<file path="src/rtl/llex_pkg.sv">
// Package for the Lisp token lexer: token kinds, character codes, run classes and helpers.
// It depends on nothing; every module of the lexer and its test files import it.
package llex_pkg;

  typedef enum logic [1:0] {
    CLS_MINUS = 2'd0,
    CLS_INT   = 2'd1,
    CLS_FLOAT = 2'd2,
    CLS_SYM   = 2'd3
  } cls_e;

  typedef enum logic {
    SLOT_FIRST  = 1'b0,
    SLOT_SECOND = 1'b1
  } slot_e;

  typedef struct packed {
    logic full;
    logic empty;
  } q_status_t;

  localparam logic [1:0] KIND_INT    = 2'd0;
  localparam logic [1:0] KIND_FLOAT  = 2'd1;
  localparam logic [1:0] KIND_SYMBOL = 2'd2;

  localparam logic [7:0] CH_TAB   = 8'h09;
  localparam logic [7:0] CH_LF    = 8'h0A;
  localparam logic [7:0] CH_SPACE = 8'h20;
  localparam logic [7:0] CH_APOS  = 8'h27;
  localparam logic [7:0] CH_LPAR  = 8'h28;
  localparam logic [7:0] CH_RPAR  = 8'h29;
  localparam logic [7:0] CH_STAR  = 8'h2A;
  localparam logic [7:0] CH_PLUS  = 8'h2B;
  localparam logic [7:0] CH_MINUS = 8'h2D;
  localparam logic [7:0] CH_DOT   = 8'h2E;
  localparam logic [7:0] CH_ZERO  = 8'h30;
  localparam logic [7:0] CH_NINE  = 8'h39;
  localparam logic [7:0] CH_EQUAL = 8'h3D;
  localparam logic [7:0] CH_UP_A  = 8'h41;
  localparam logic [7:0] CH_UP_Z  = 8'h5A;
  localparam logic [7:0] CH_LO_A  = 8'h61;
  localparam logic [7:0] CH_LO_Z  = 8'h7A;

  localparam logic [31:0] ID_MAX = 32'hFFFF_FFFF;
  localparam logic [31:0] ID_NEAR_MAX = 32'hFFFF_FFFE;
  localparam logic signed [15:0] DEPTH_MAX = 16'sh7FFF;
  localparam logic signed [15:0] DEPTH_MIN = 16'sh8000;
  localparam logic signed [15:0] DEPTH_ONE = 16'sh0001;
  localparam logic signed [15:0] DEPTH_TWO = 16'sh0002;

  function automatic logic is_run_byte(input logic [7:0] c);
    logic r;
    r = ((c >= CH_PLUS) && (c <= CH_EQUAL)) || (c == CH_STAR) ||
        ((c >= CH_UP_A) && (c <= CH_UP_Z)) || ((c >= CH_LO_A) && (c <= CH_LO_Z));
    return r;
  endfunction

  function automatic cls_e next_class(input cls_e s, input logic [7:0] c);
    logic dig;
    cls_e r;
    dig = (c >= CH_ZERO) && (c <= CH_NINE);
    unique case (s)
      CLS_MINUS: begin
        if (c == CH_MINUS) r = CLS_MINUS;
        else if (dig) r = CLS_INT;
        else if (c == CH_DOT) r = CLS_FLOAT;
        else r = CLS_SYM;
      end
      CLS_INT: begin
        if (dig) r = CLS_INT;
        else if (c == CH_DOT) r = CLS_FLOAT;
        else r = CLS_SYM;
      end
      CLS_FLOAT: r = dig ? CLS_FLOAT : CLS_SYM;
      default: r = CLS_SYM;
    endcase
    return r;
  endfunction

  function automatic logic [1:0] kind_of(input cls_e s);
    logic [1:0] k;
    unique case (s)
      CLS_INT:   k = KIND_INT;
      CLS_FLOAT: k = KIND_FLOAT;
      default:   k = KIND_SYMBOL;
    endcase
    return k;
  endfunction

endpackage

</file>
<file path="src/rtl/llex_in_if.sv">
// Input channel of the lexer: one source byte and an end-of-source flag per transaction.
// Stands alone; used by the front stage and the top level.
interface llex_in_if;
  logic       valid;
  logic       ready;
  logic [7:0] ch;
  logic       end_of_source;

  modport source (output valid, output ch, output end_of_source, input ready);
  modport sink (input valid, input ch, input end_of_source, output ready);
endinterface

</file>
<file path="src/rtl/llex_cfg_if.sv">
// Configuration write channel of the lexer, carrying the comment stripping bit.
// Stands alone; used by the front stage and the top level.
interface llex_cfg_if;
  logic valid;
  logic ready;
  logic strip_comments;

  modport source (output valid, output strip_comments, input ready);
  modport sink (input valid, input strip_comments, output ready);
endinterface

</file>
<file path="src/rtl/llex_out_if.sv">
// Output channel of the lexer: one token record per transaction.
// Widths follow the line and column parameters of the top level.
interface llex_out_if #(
  parameter int LINE_W = 16,
  parameter int COL_W  = 12,
  parameter int END_W  = 13
);
  logic              valid;
  logic              ready;
  logic [1:0]        token_kind;
  logic [LINE_W-1:0] line_index;
  logic [COL_W-1:0]  start_column;
  logic [END_W-1:0]  end_column;
  logic [31:0]       token_number;
  logic              last_of_item;

  modport source (output valid, output token_kind, output line_index, output start_column,
                  output end_column, output token_number, output last_of_item, input ready);
  modport sink (input valid, input token_kind, input line_index, input start_column,
                input end_column, input token_number, input last_of_item, output ready);
endinterface

</file>
<file path="src/rtl/llex_front.sv">
// Front stage of the lexer: scans one byte per cycle while the queue is not full, tracks run, line,
// column, id and depth state, and writes up to two token records per byte into the queue. Uses llex_pkg.
module llex_front #(
  parameter int LINE_LEN   = 4096,
  parameter int LINE_LIMIT = 65536,
  parameter int LINE_W     = 16,
  parameter int COL_W      = 12,
  parameter int END_W      = 13,
  parameter int REC_W      = 77
) (
  input  logic                   clk_i,
  input  logic                   rst_ni,
  llex_in_if.sink                in_chan,
  llex_cfg_if.sink               cfg_chan,
  input  llex_pkg::q_status_t    q_status_i,
  output logic                   push_o,
  output logic [2*REC_W-1:0]     push_data_o
);
  import llex_pkg::*;

  logic                     strip_q;
  logic                     in_run_q, in_run_d;
  logic [COL_W-1:0]         run_start_q, run_start_d;
  cls_e                     class_q, class_d;
  logic [END_W-1:0]         column_q, column_d;
  logic [LINE_W-1:0]        line_count_q, line_count_d;
  logic                     nonblank_q, nonblank_d;
  logic [31:0]              next_id_q, next_id_d;
  logic signed [15:0]       depth_q, depth_d;
  logic                     in_comment_q, in_comment_d;

  logic             accept;
  logic [7:0]       c;
  logic             eos, run_b, tok1, is_open, is_close, boundary;
  logic             flush, drop0, drop1, keep0, keep1;
  cls_e             cls_base, cls_new, flush_cls;
  logic [COL_W-1:0] start_cur, run_s, flush_start;
  logic [END_W-1:0] col_inc, flush_end, paren_end;
  logic [31:0]      id_p1, id_p2, id1;
  logic [REC_W-1:0] rec0, rec1;

  assign accept = in_chan.valid & in_chan.ready;
  assign in_chan.ready = ~q_status_i.full;
  assign cfg_chan.ready = 1'b1;
  assign c = in_chan.ch;
  assign eos = in_chan.end_of_source;

  always_comb begin
    run_b = is_run_byte(c);
    tok1 = ~run_b & ((c == CH_LPAR) | (c == CH_RPAR) | (c == CH_APOS));
    is_open = tok1 & (c == CH_LPAR);
    is_close = tok1 & (c == CH_RPAR);

    start_cur = (column_q >= END_W'(LINE_LEN - 1)) ? COL_W'(LINE_LEN - 1)
                                                   : column_q[COL_W-1:0];
    col_inc = (column_q != END_W'(LINE_LEN)) ? column_q + END_W'(1) : column_q;
    paren_end = col_inc;

    cls_base = in_run_q ? class_q : CLS_MINUS;
    cls_new = next_class(cls_base, c);
    run_s = in_run_q ? run_start_q : start_cur;

    flush = run_b ? eos : in_run_q;
    flush_cls = run_b ? cls_new : class_q;
    flush_start = run_b ? run_s : run_start_q;
    flush_end = run_b ? col_inc : column_q;

    id_p1 = (next_id_q != ID_MAX) ? next_id_q + 32'd1 : ID_MAX;
    id_p2 = (next_id_q >= ID_NEAR_MAX) ? ID_MAX : next_id_q + 32'd2;
    id1 = flush ? id_p1 : next_id_q;
    if (flush & tok1) next_id_d = id_p2;
    else if (flush | tok1) next_id_d = id_p1;
    else next_id_d = next_id_q;

    boundary = (is_open & (depth_q == DEPTH_ONE)) | (is_close & (depth_q == DEPTH_TWO));
    depth_d = depth_q;
    if (is_open && depth_q != DEPTH_MAX) depth_d = depth_q + 16'sd1;
    else if (is_close && depth_q != DEPTH_MIN) depth_d = depth_q - 16'sd1;
    in_comment_d = in_comment_q ^ boundary;

    drop0 = strip_q & in_comment_q;
    drop1 = boundary ? strip_q : (strip_q & in_comment_q);
    keep0 = flush & ~drop0;
    keep1 = tok1 & ~drop1;

    rec0 = {keep0, ~keep1, kind_of(flush_cls), line_count_q, flush_start, flush_end,
            next_id_q};
    rec1 = {keep1, 1'b1, KIND_SYMBOL, line_count_q, start_cur, paren_end, id1};

    nonblank_d = nonblank_q | ((c != CH_SPACE) & (c != CH_TAB) & (c != CH_LF));
    line_count_d = line_count_q;
    if (c == CH_LF) begin
      nonblank_d = 1'b0;
      if (nonblank_q && line_count_q != LINE_W'(LINE_LIMIT - 1)) begin
        line_count_d = line_count_q + LINE_W'(1);
      end
    end

    if (!run_b && c == CH_LF) column_d = '0;
    else column_d = col_inc;

    in_run_d = run_b & ~eos;
    class_d = (run_b && !eos) ? cls_new : CLS_MINUS;
    run_start_d = run_b ? run_s : run_start_q;
  end

  assign push_o = accept & (keep0 | keep1);
  assign push_data_o = {rec1, rec0};

  always_ff @(posedge clk_i or negedge rst_ni) begin
    if (!rst_ni) begin
      strip_q <= 1'b1;
    end else if (cfg_chan.valid) begin
      strip_q <= cfg_chan.strip_comments;
    end
  end

  always_ff @(posedge clk_i or negedge rst_ni) begin
    if (!rst_ni) begin
      in_run_q     <= 1'b0;
      run_start_q  <= '0;
      class_q      <= CLS_MINUS;
      column_q     <= '0;
      line_count_q <= '0;
      nonblank_q   <= 1'b0;
      next_id_q    <= 32'd1;
      depth_q      <= DEPTH_ONE;
      in_comment_q <= 1'b0;
    end else if (accept) begin
      in_run_q     <= in_run_d;
      run_start_q  <= run_start_d;
      class_q      <= class_d;
      column_q     <= column_d;
      line_count_q <= line_count_d;
      nonblank_q   <= nonblank_d;
      next_id_q    <= next_id_d;
      depth_q      <= depth_d;
      in_comment_q <= in_comment_d;
    end
  end

endmodule

</file>
<file path="src/rtl/llex_queue.sv">
// Short first-in first-out queue of token record pairs between the front and back stages.
// Uses llex_pkg for the status struct.
module llex_queue #(
  parameter int DEPTH = 4,
  parameter int WIDTH = 154
) (
  input  logic                clk_i,
  input  logic                rst_ni,
  input  logic                push_i,
  input  logic [WIDTH-1:0]    data_i,
  input  logic                pop_i,
  output logic [WIDTH-1:0]    data_o,
  output llex_pkg::q_status_t status_o
);
  import llex_pkg::*;

  localparam int PTR_W = (DEPTH > 1) ? $clog2(DEPTH) : 1;
  localparam int CNT_W = $clog2(DEPTH + 1);

  logic [WIDTH-1:0] mem_q [DEPTH];
  logic [PTR_W-1:0] wr_ptr_q, wr_ptr_d, rd_ptr_q, rd_ptr_d;
  logic [CNT_W-1:0] count_q, count_d;

  always_comb begin
    wr_ptr_d = wr_ptr_q;
    rd_ptr_d = rd_ptr_q;
    count_d = count_q;
    if (push_i) begin
      wr_ptr_d = (wr_ptr_q == PTR_W'(DEPTH - 1)) ? '0 : wr_ptr_q + PTR_W'(1);
    end
    if (pop_i) begin
      rd_ptr_d = (rd_ptr_q == PTR_W'(DEPTH - 1)) ? '0 : rd_ptr_q + PTR_W'(1);
    end
    if (push_i && !pop_i) count_d = count_q + CNT_W'(1);
    else if (!push_i && pop_i) count_d = count_q - CNT_W'(1);
  end

  assign status_o.full = (count_q == CNT_W'(DEPTH));
  assign status_o.empty = (count_q == '0);
  assign data_o = mem_q[rd_ptr_q];

  always_ff @(posedge clk_i) begin
    if (push_i) begin
      mem_q[wr_ptr_q] <= data_i;
    end
  end

  always_ff @(posedge clk_i or negedge rst_ni) begin
    if (!rst_ni) begin
      wr_ptr_q <= '0;
      rd_ptr_q <= '0;
      count_q  <= '0;
    end else begin
      wr_ptr_q <= wr_ptr_d;
      rd_ptr_q <= rd_ptr_d;
      count_q  <= count_d;
    end
  end

  a_no_overflow: assert property (@(posedge clk_i) disable iff (!rst_ni)
    push_i |-> !status_o.full || pop_i)
    else $error("Queue written while full.");

  a_no_underflow: assert property (@(posedge clk_i) disable iff (!rst_ni)
    pop_i |-> !status_o.empty)
    else $error("Queue read while empty.");

  a_count_bound: assert property (@(posedge clk_i) disable iff (!rst_ni)
    count_q <= CNT_W'(DEPTH))
    else $error("Queue count beyond its depth.");

  a_count_step: assert property (@(posedge clk_i) disable iff (!rst_ni)
    (push_i && !pop_i) |=> count_q == $past(count_q) + CNT_W'(1))
    else $error("Queue count did not follow a write.");

endmodule

</file>
<file path="src/rtl/llex_back.sv">
// Back stage of the lexer: takes record pairs from the queue and hands out one token per
// transaction through an output register. Uses llex_pkg.
module llex_back #(
  parameter int LINE_W = 16,
  parameter int COL_W  = 12,
  parameter int END_W  = 13,
  parameter int REC_W  = 77
) (
  input  logic                clk_i,
  input  logic                rst_ni,
  input  logic [2*REC_W-1:0]  head_i,
  input  llex_pkg::q_status_t q_status_i,
  output logic                pop_o,
  llex_out_if.source          out_chan
);
  import llex_pkg::*;

  slot_e slot_q, slot_d;
  logic  valid_q, valid_d;

  logic              v0, l0, v1, l1;
  logic [1:0]        k0, k1;
  logic [LINE_W-1:0] ln0, ln1;
  logic [COL_W-1:0]  s0, s1;
  logic [END_W-1:0]  e0, e1;
  logic [31:0]       id0, id1;

  logic              load, use_second, more;
  logic [1:0]        kind_q, kind_sel;
  logic [LINE_W-1:0] line_q, line_sel;
  logic [COL_W-1:0]  start_q, start_sel;
  logic [END_W-1:0]  end_q, end_sel;
  logic [31:0]       id_q, id_sel;
  logic              last_q, last_sel;

  assign {v0, l0, k0, ln0, s0, e0, id0} = head_i[REC_W-1:0];
  assign {v1, l1, k1, ln1, s1, e1, id1} = head_i[2*REC_W-1:REC_W];

  assign load = ~q_status_i.empty & (~valid_q | out_chan.ready);
  assign use_second = (slot_q == SLOT_SECOND) | ~v0;
  assign more = ~use_second & v1;

  always_comb begin
    slot_d = slot_q;
    if (load) begin
      slot_d = more ? SLOT_SECOND : SLOT_FIRST;
    end
  end

  always_comb begin
    pop_o = load & ~more;
    kind_sel = use_second ? k1 : k0;
    line_sel = use_second ? ln1 : ln0;
    start_sel = use_second ? s1 : s0;
    end_sel = use_second ? e1 : e0;
    id_sel = use_second ? id1 : id0;
    last_sel = use_second ? l1 : l0;
    if (load) valid_d = 1'b1;
    else if (out_chan.ready) valid_d = 1'b0;
    else valid_d = valid_q;
  end

  always_ff @(posedge clk_i or negedge rst_ni) begin
    if (!rst_ni) begin
      slot_q  <= SLOT_FIRST;
      valid_q <= 1'b0;
    end else begin
      slot_q  <= slot_d;
      valid_q <= valid_d;
    end
  end

  always_ff @(posedge clk_i) begin
    if (load) begin
      kind_q  <= kind_sel;
      line_q  <= line_sel;
      start_q <= start_sel;
      end_q   <= end_sel;
      id_q    <= id_sel;
      last_q  <= last_sel;
    end
  end

  assign out_chan.valid = valid_q;
  assign out_chan.token_kind = kind_q;
  assign out_chan.line_index = line_q;
  assign out_chan.start_column = start_q;
  assign out_chan.end_column = end_q;
  assign out_chan.token_number = id_q;
  assign out_chan.last_of_item = last_q;

endmodule

</file>
<file path="src/rtl/lisp_token_lexer_top.sv">
// Lisp token lexer: a token's record enters the queue when its byte is accepted and is then loaded
// into the output register. Throughput is one byte per cycle while the queue is not full; a byte
// that yields two tokens makes two transactions; the four-entry record queue absorbs bursts and stalls.
// Reset clears all scan state at once: stripping on, depth one, token ids from one, no clearing pass.
// Uses llex_pkg, the three channel interfaces, llex_front, llex_queue and llex_back.
module lisp_token_lexer_top #(
  parameter int LINE_LEN   = 4096,
  parameter int LINE_LIMIT = 65536
) (
  input  logic       clk_i,
  input  logic       rst_ni,
  llex_in_if.sink    in_chan,
  llex_cfg_if.sink   cfg_chan,
  llex_out_if.source out_chan
);
  import llex_pkg::*;

  localparam int LINE_W = $clog2(LINE_LIMIT);
  localparam int COL_W  = $clog2(LINE_LEN);
  localparam int END_W  = $clog2(LINE_LEN + 1);
  localparam int REC_W  = 2 + 2 + LINE_W + COL_W + END_W + 32;
  localparam int Q_DEPTH = 4;

  q_status_t            q_status;
  logic                 push, pop;
  logic [2*REC_W-1:0]   push_data, head;

  llex_front #(
    .LINE_LEN  (LINE_LEN),
    .LINE_LIMIT(LINE_LIMIT),
    .LINE_W    (LINE_W),
    .COL_W     (COL_W),
    .END_W     (END_W),
    .REC_W     (REC_W)
  ) u_front (
    .clk_i      (clk_i),
    .rst_ni     (rst_ni),
    .in_chan    (in_chan),
    .cfg_chan   (cfg_chan),
    .q_status_i (q_status),
    .push_o     (push),
    .push_data_o(push_data)
  );

  llex_queue #(
    .DEPTH(Q_DEPTH),
    .WIDTH(2 * REC_W)
  ) u_queue (
    .clk_i   (clk_i),
    .rst_ni  (rst_ni),
    .push_i  (push),
    .data_i  (push_data),
    .pop_i   (pop),
    .data_o  (head),
    .status_o(q_status)
  );

  llex_back #(
    .LINE_W(LINE_W),
    .COL_W (COL_W),
    .END_W (END_W),
    .REC_W (REC_W)
  ) u_back (
    .clk_i     (clk_i),
    .rst_ni    (rst_ni),
    .head_i    (head),
    .q_status_i(q_status),
    .pop_o     (pop),
    .out_chan  (out_chan)
  );

endmodule

</file>
<file path="src/flat_wrapper.sv">
// flat-port wrapper written by rule: the top's interface ports become plain ports
module lisp_token_lexer_top_flat import llex_pkg::*;
#(
  parameter int LINE_LEN   = 4096,
  parameter int LINE_LIMIT = 65536
)
  (clk_i, rst_ni, in_chan_valid, in_chan_ch, in_chan_end_of_source, in_chan_ready, cfg_chan_valid, cfg_chan_strip_comments, cfg_chan_ready, out_chan_valid, out_chan_token_kind, out_chan_line_index, out_chan_start_column, out_chan_end_column, out_chan_token_number, out_chan_last_of_item, out_chan_ready);
  llex_in_if in_chan_i ();
  llex_cfg_if cfg_chan_i ();
  llex_out_if out_chan_i ();
  input  logic clk_i;
  input  logic rst_ni;
  input wire logic [$bits(in_chan_i.valid)-1:0] in_chan_valid;
  input wire logic [$bits(in_chan_i.ch)-1:0] in_chan_ch;
  input wire logic [$bits(in_chan_i.end_of_source)-1:0] in_chan_end_of_source;
  output wire logic [$bits(in_chan_i.ready)-1:0] in_chan_ready;
  input wire logic [$bits(cfg_chan_i.valid)-1:0] cfg_chan_valid;
  input wire logic [$bits(cfg_chan_i.strip_comments)-1:0] cfg_chan_strip_comments;
  output wire logic [$bits(cfg_chan_i.ready)-1:0] cfg_chan_ready;
  output wire logic [$bits(out_chan_i.valid)-1:0] out_chan_valid;
  output wire logic [$bits(out_chan_i.token_kind)-1:0] out_chan_token_kind;
  output wire logic [$bits(out_chan_i.line_index)-1:0] out_chan_line_index;
  output wire logic [$bits(out_chan_i.start_column)-1:0] out_chan_start_column;
  output wire logic [$bits(out_chan_i.end_column)-1:0] out_chan_end_column;
  output wire logic [$bits(out_chan_i.token_number)-1:0] out_chan_token_number;
  output wire logic [$bits(out_chan_i.last_of_item)-1:0] out_chan_last_of_item;
  input wire logic [$bits(out_chan_i.ready)-1:0] out_chan_ready;
  assign in_chan_i.valid = in_chan_valid;
  assign in_chan_i.ch = in_chan_ch;
  assign in_chan_i.end_of_source = in_chan_end_of_source;
  assign in_chan_ready = in_chan_i.ready;
  assign cfg_chan_i.valid = cfg_chan_valid;
  assign cfg_chan_i.strip_comments = cfg_chan_strip_comments;
  assign cfg_chan_ready = cfg_chan_i.ready;
  assign out_chan_valid = out_chan_i.valid;
  assign out_chan_token_kind = out_chan_i.token_kind;
  assign out_chan_line_index = out_chan_i.line_index;
  assign out_chan_start_column = out_chan_i.start_column;
  assign out_chan_end_column = out_chan_i.end_column;
  assign out_chan_token_number = out_chan_i.token_number;
  assign out_chan_last_of_item = out_chan_i.last_of_item;
  assign out_chan_i.ready = out_chan_ready;
  lisp_token_lexer_top #(.LINE_LEN(LINE_LEN), .LINE_LIMIT(LINE_LIMIT)) u_core (.clk_i(clk_i), .rst_ni(rst_ni), .in_chan(in_chan_i), .cfg_chan(cfg_chan_i), .out_chan(out_chan_i));
endmodule
</file>
<file path="config.mk">
export PLATFORM = sky130hd
export DESIGN_NAME = lisp_token_lexer_top_flat
export DESIGN_NICKNAME = d
export VERILOG_FILES = /design/src/rtl/llex_pkg.sv /design/src/rtl/llex_in_if.sv /design/src/rtl/llex_cfg_if.sv /design/src/rtl/llex_out_if.sv /design/src/rtl/llex_front.sv /design/src/rtl/llex_queue.sv /design/src/rtl/llex_back.sv /design/src/rtl/lisp_token_lexer_top.sv /design/src/flat_wrapper.sv
export SDC_FILE = /design/constraint.sdc
export NUM_CORES = 1
export LEC_CHECK = 0
export CAP_MARGIN = 20
export CORE_MARGIN = 10
export CORE_UTILIZATION = 45
export CTS_BUF_LIST = sky130_fd_sc_hd__clkbuf_2
export DETAILED_ROUTE_END_ITERATION = 6
export DONT_BUFFER_PORTS = 1
export MAX_ROUTING_LAYER = met4
export PLACE_DENSITY_LB_ADDON = 0.25
export SYNTH_ARGS = -nofsm -noshare
export SYNTH_HDL_FRONTEND = slang
export SYNTH_SLANG_ARGS = --single-unit
</file>
<file path="constraint.sdc">
create_clock -name clk_i -period 8.9 [get_ports clk_i]
set_input_delay 0.445 -clock clk_i [delete_from_list [all_inputs] [get_ports clk_i]]
set_output_delay 0.445 -clock clk_i [all_outputs]
set_load 0.01 [all_outputs]
</file>
==> results.yml <==
run_status:
  status: "complete, no violations"
synth:
  synth_edf_count: 616
  syn_area_um2: 30200
  ys.flop_type: "edfxtp_1"
  yosysSeqAreaShare: 0.698
  syn_avg_cell_area_um2: 16.9
  yosysMostFrequentCell: "edfxtp_1"
  ys_ff_latch: 720
  synth_common_cells: "edfxtp_1 (616), mux4_2 (135), dfrtp_1 (101)"
  synthTopCellsByArea: "edfxtp_1 (61%), mux4_2 (10%), dfrtp_1 (8.4%)"
  yosys_warnings: 0
  synth.distinct_cells: 93
  synth_fp_nets: 1819
  synth_top_area_frac: 0.612
  synthArstFlopShare: 0.144
  syn_inst: 1785
  synth_area_leader_cell: "edfxtp_1"
cells_and_area:
  finalNetCount: 1950
  register_area_um2: 21100
  layout-drive-gt1-share: 0.282
  num-fill-cells: 5508
  area_delta_synth_final_pct: 9.63
  multi_input_area_um2: 8450
sta:
  worst_pin_slew_ns: 1.12
  fin_ws_ns: 4.28
  hold_viol_final: 0
  fmax_ghz: 0.217
  fin_skew_ns: 0.0812
  fin_crit_sh: 0.519
  rsz0062_at_grt: "no"
  slew_headroom: 0.249
  slew_viol_final: 0
  fin_setup_tns_ns: 0
  period_minus_slack_ns: 4.62
  finalSetupViolCount: 0
place:
  hpwl_um: 38800
  globalplace.congestion: 0.854
  portBuffers: 0
  dp_worst_setup_slack_ns: 4.14
routing:
  wl_um: 65600
  dr.pass1.iters: 7
  ant_nets: 0
  drc: 0
  vias: 16800
  via_per_inst: 5.73
  wl_per_cell_um: 22.4
  dr.first_iter.drc_count: 1405
clocking:
  postCtsResizedCells: 0
  clk_pin_slew_ns: 0.11
  cts_max_path_buffers: 3
  clk_latency_ns: 1.34
  cts-root-buf: "clkbuf_2"
  postCtsHoldBufs: 34
  cts_tree: "done"
  cts_sinks: 720
  numCtsBuffers: 179
  h-tree-depth: 4
  post_cts_buffers: 0
power:
  clkPwrFrac: 0.247
  seqPwrFrac: 0.528
  powerDensity_nw_per_um2: 273
  power.switching_mw: 2.84
  swShare: 0.314
  comb_power_share: 0.226
  leakage_nw: 11.6
  p_int_mw: 6.22
  vdd_drop_max_mv: 0.198
worst_setup_path:
  reg2regPathDepth: 7
  arrival_ns: 5.51
  crit_cells: 10
  worstSetupStartpointType: "input port"
  crit_required_ns: 9.80
  crit_chain: "dlygate4sd3_1, nor4b_4, dlygate4sd3_1, o21a_1, o31ai_4, buf_4, a221oi_4, and2_4, buf_4, buf_4"
  reg2reg_from: "u_core.u_front.in_run_q$_DFFE_PN0P_"
  startpoint: "in_chan_ch[6]"
  r2r-end: "u_core.u_queue.mem_q[0][87]$_DFFE_PP_"
  slowest_stage: "dlygate4sd3_1"
  max_stage_delay_ns: 0.84
  crit_buf_inv: 5
  critPathMostFrequentCell: "buf_4"
  cp-end-kind: "flip-flop"
  critPathTopFamily: "buffers and inverters"
  crit_fanout: 54
  rrSetupSlack_ns: 4.36
  endpoint: "u_core.u_queue.mem_q[0][87]$_DFFE_PP_"
  path_class: "input port to flip-flop"
floorplan:
  io-pin-count: 94
  die_width_um: 279
  die-area_um2: 77900
  initial_core_util: 0.456
  rows: 94
  die_h_um: 279
  coreArea_um2: 66200
grt:
  grt_pass1_vias: 17500
  grt_overflow_total: 0
  grt_pass1_wl_um: 102000
  grt_start_max_net_pins: 102
  antenna_found_initial: 5
  grtUsageTotal: 0.175
worst_hold_path:
  min_path_type: "input port to flip-flop"
flow_run:
  maxCapViolCount: 0
power by group through the flow:
| stage | registers, mW | logic, mW | clock network (mW) |
|---|---|---|---|
| finish | 4.78 | 2.04 | 2.23 |
| global route | 4.85 | 2.23 | 2.51 |
| CTS | 4.80 | 2.05 | 2.33 |
| detailed placement | 4.88 | 2.01 | 0 |
| global placement | 4.86 | 1.97 | 0 |
| floorplan | 4.62 | 1.63 | 0 |
layer usage:
metal  part of all wire  track usage  vias up
li1                   -            -     7482
met4              0.020       0.0658        0
met5                  0            -        -
met1               0.42        0.221     8597
met3              0.073       0.0505      118
met2               0.48        0.266      622
through the flow:
step,power [mW],utilization,hold slack [ns],instance area [um^2],instances
finish,9.06,0.500,0.238,33100,2935
global route,9.58,0.500,0.181,33100,2935
CTS,9.19,0.499,0.0284,33000,2922
detailed placement,6.88,0.467,0.159,30900,2560
global placement,6.84,0.467,0.154,30900,2560
floorplan,6.26,-,0.149,30200,1785
logic make-up (layout without fill, tap and decap cells):
kind of cell             count (synthesis)  count (layout)  share of synthesized area
multiplexers                           207             207                      0.127
flip-flops                             720             720                      0.698
XOR/XNOR                                58              58                     0.0168
buffers and inverters                  146             424                     0.0235
adder cells (fa/ha/maj)                 19              19                    0.00811
AO/OA/AOI/OAI                          257             257                     0.0592
other                                    1               9                   0.000124
AND/OR/NAND/NOR                        377             377                     0.0668
state kept, by name, indices dropped and copies added, names as in the netlist, 2 cells and up:
signal                               count
u_core.u_front.next_id_q                32
u_core.u_back.out_chan.start_column     12
u_core.u_queue.wr_ptr_q                  2
u_core.u_back.out_chan.token_number     32
u_core.u_queue.mem_q                   540
u_core.u_back.out_chan.token_kind        2
u_core.u_queue.count_q                   3
u_core.u_front.run_start_q              12
u_core.u_queue.rd_ptr_q                  2
u_core.u_front.line_count_q             16
u_core.u_back.out_chan.line_index       16
u_core.u_front.column_q                 13
u_core.u_front.class_q                   2
u_core.u_front.depth_q                  16
u_core.u_back.out_chan.end_column       13
worst min-delay path by stage:
| stage | start | to | slack [ns] | cells after the start |
|---|---|---|---|---|
| final | in_chan_ch[3] | u_core.u_queue.mem_q[3][73]$_DFFE_PP_ | 0.24 | 7 |
| after global routing | in_chan_ch[3] | u_core.u_queue.mem_q[2][73]$_DFFE_PP_ | 0.18 | 7 |
| after CTS | in_chan_ch[3] | u_core.u_queue.mem_q[3][73]$_DFFE_PP_ | 0.03 | 7 |
| after detailed placement | rst_ni | u_core.u_front.run_start_q[7]$_DFFE_PN0P_ | 0.16 | 0 |
| after global placement | rst_ni | u_core.u_back.out_chan.valid$_DFFE_PN0P_ | 0.15 | 0 |
| after floorplan | rst_ni | u_core.u_back.out_chan.valid$_DFFE_PN0P_ | 0.15 | 0 |
worst register-to-register path, cell delays in order (launching register included):
cell and delay (ns):
dfrtp_1 0.75, o31a_1 0.43, o31ai_4 0.11, buf_4 0.28
a221oi_4 0.41, and2_4 0.70, buf_4 0.61, buf_4 0.74
final cells by class:
type / instances / share of cell area
diodes: 8 / 0.000604
clock buffers: 280 / 0.0423
clock inverters: 48 / 0.00891
inverters: 36 / 0.00408
multi-input cells: 919 / 0.255
flip-flops and latches: 720 / 0.637
well taps: 864 / 0.0326
repair buffers: 60 / 0.0192
cell usage in the layout (no fill, tap or decap), drive strengths merged, types with 5 or more instances in the layout:
master       count
and2            12
o211ai           6
edfxtp         616
ha              18
a21oi           64
clkbuf         281
o22a             6
clkinv          40
or2              6
dfrtp          101
dlygate4sd3     32
nor3            36
nor2            94
inv             40
diode            8
and4            14
mux4           135
nand3           45
o31a            12
nor4b            5
and3            23
nand4           25
a22o             8
a31oi           33
a21o             9
o21ai           54
nand2           75
o31ai           21
buf             27
nor4            17
xnor2           44
mux2            68
xor2            14
Note: power is estimated with default switching activity, not from simulation.
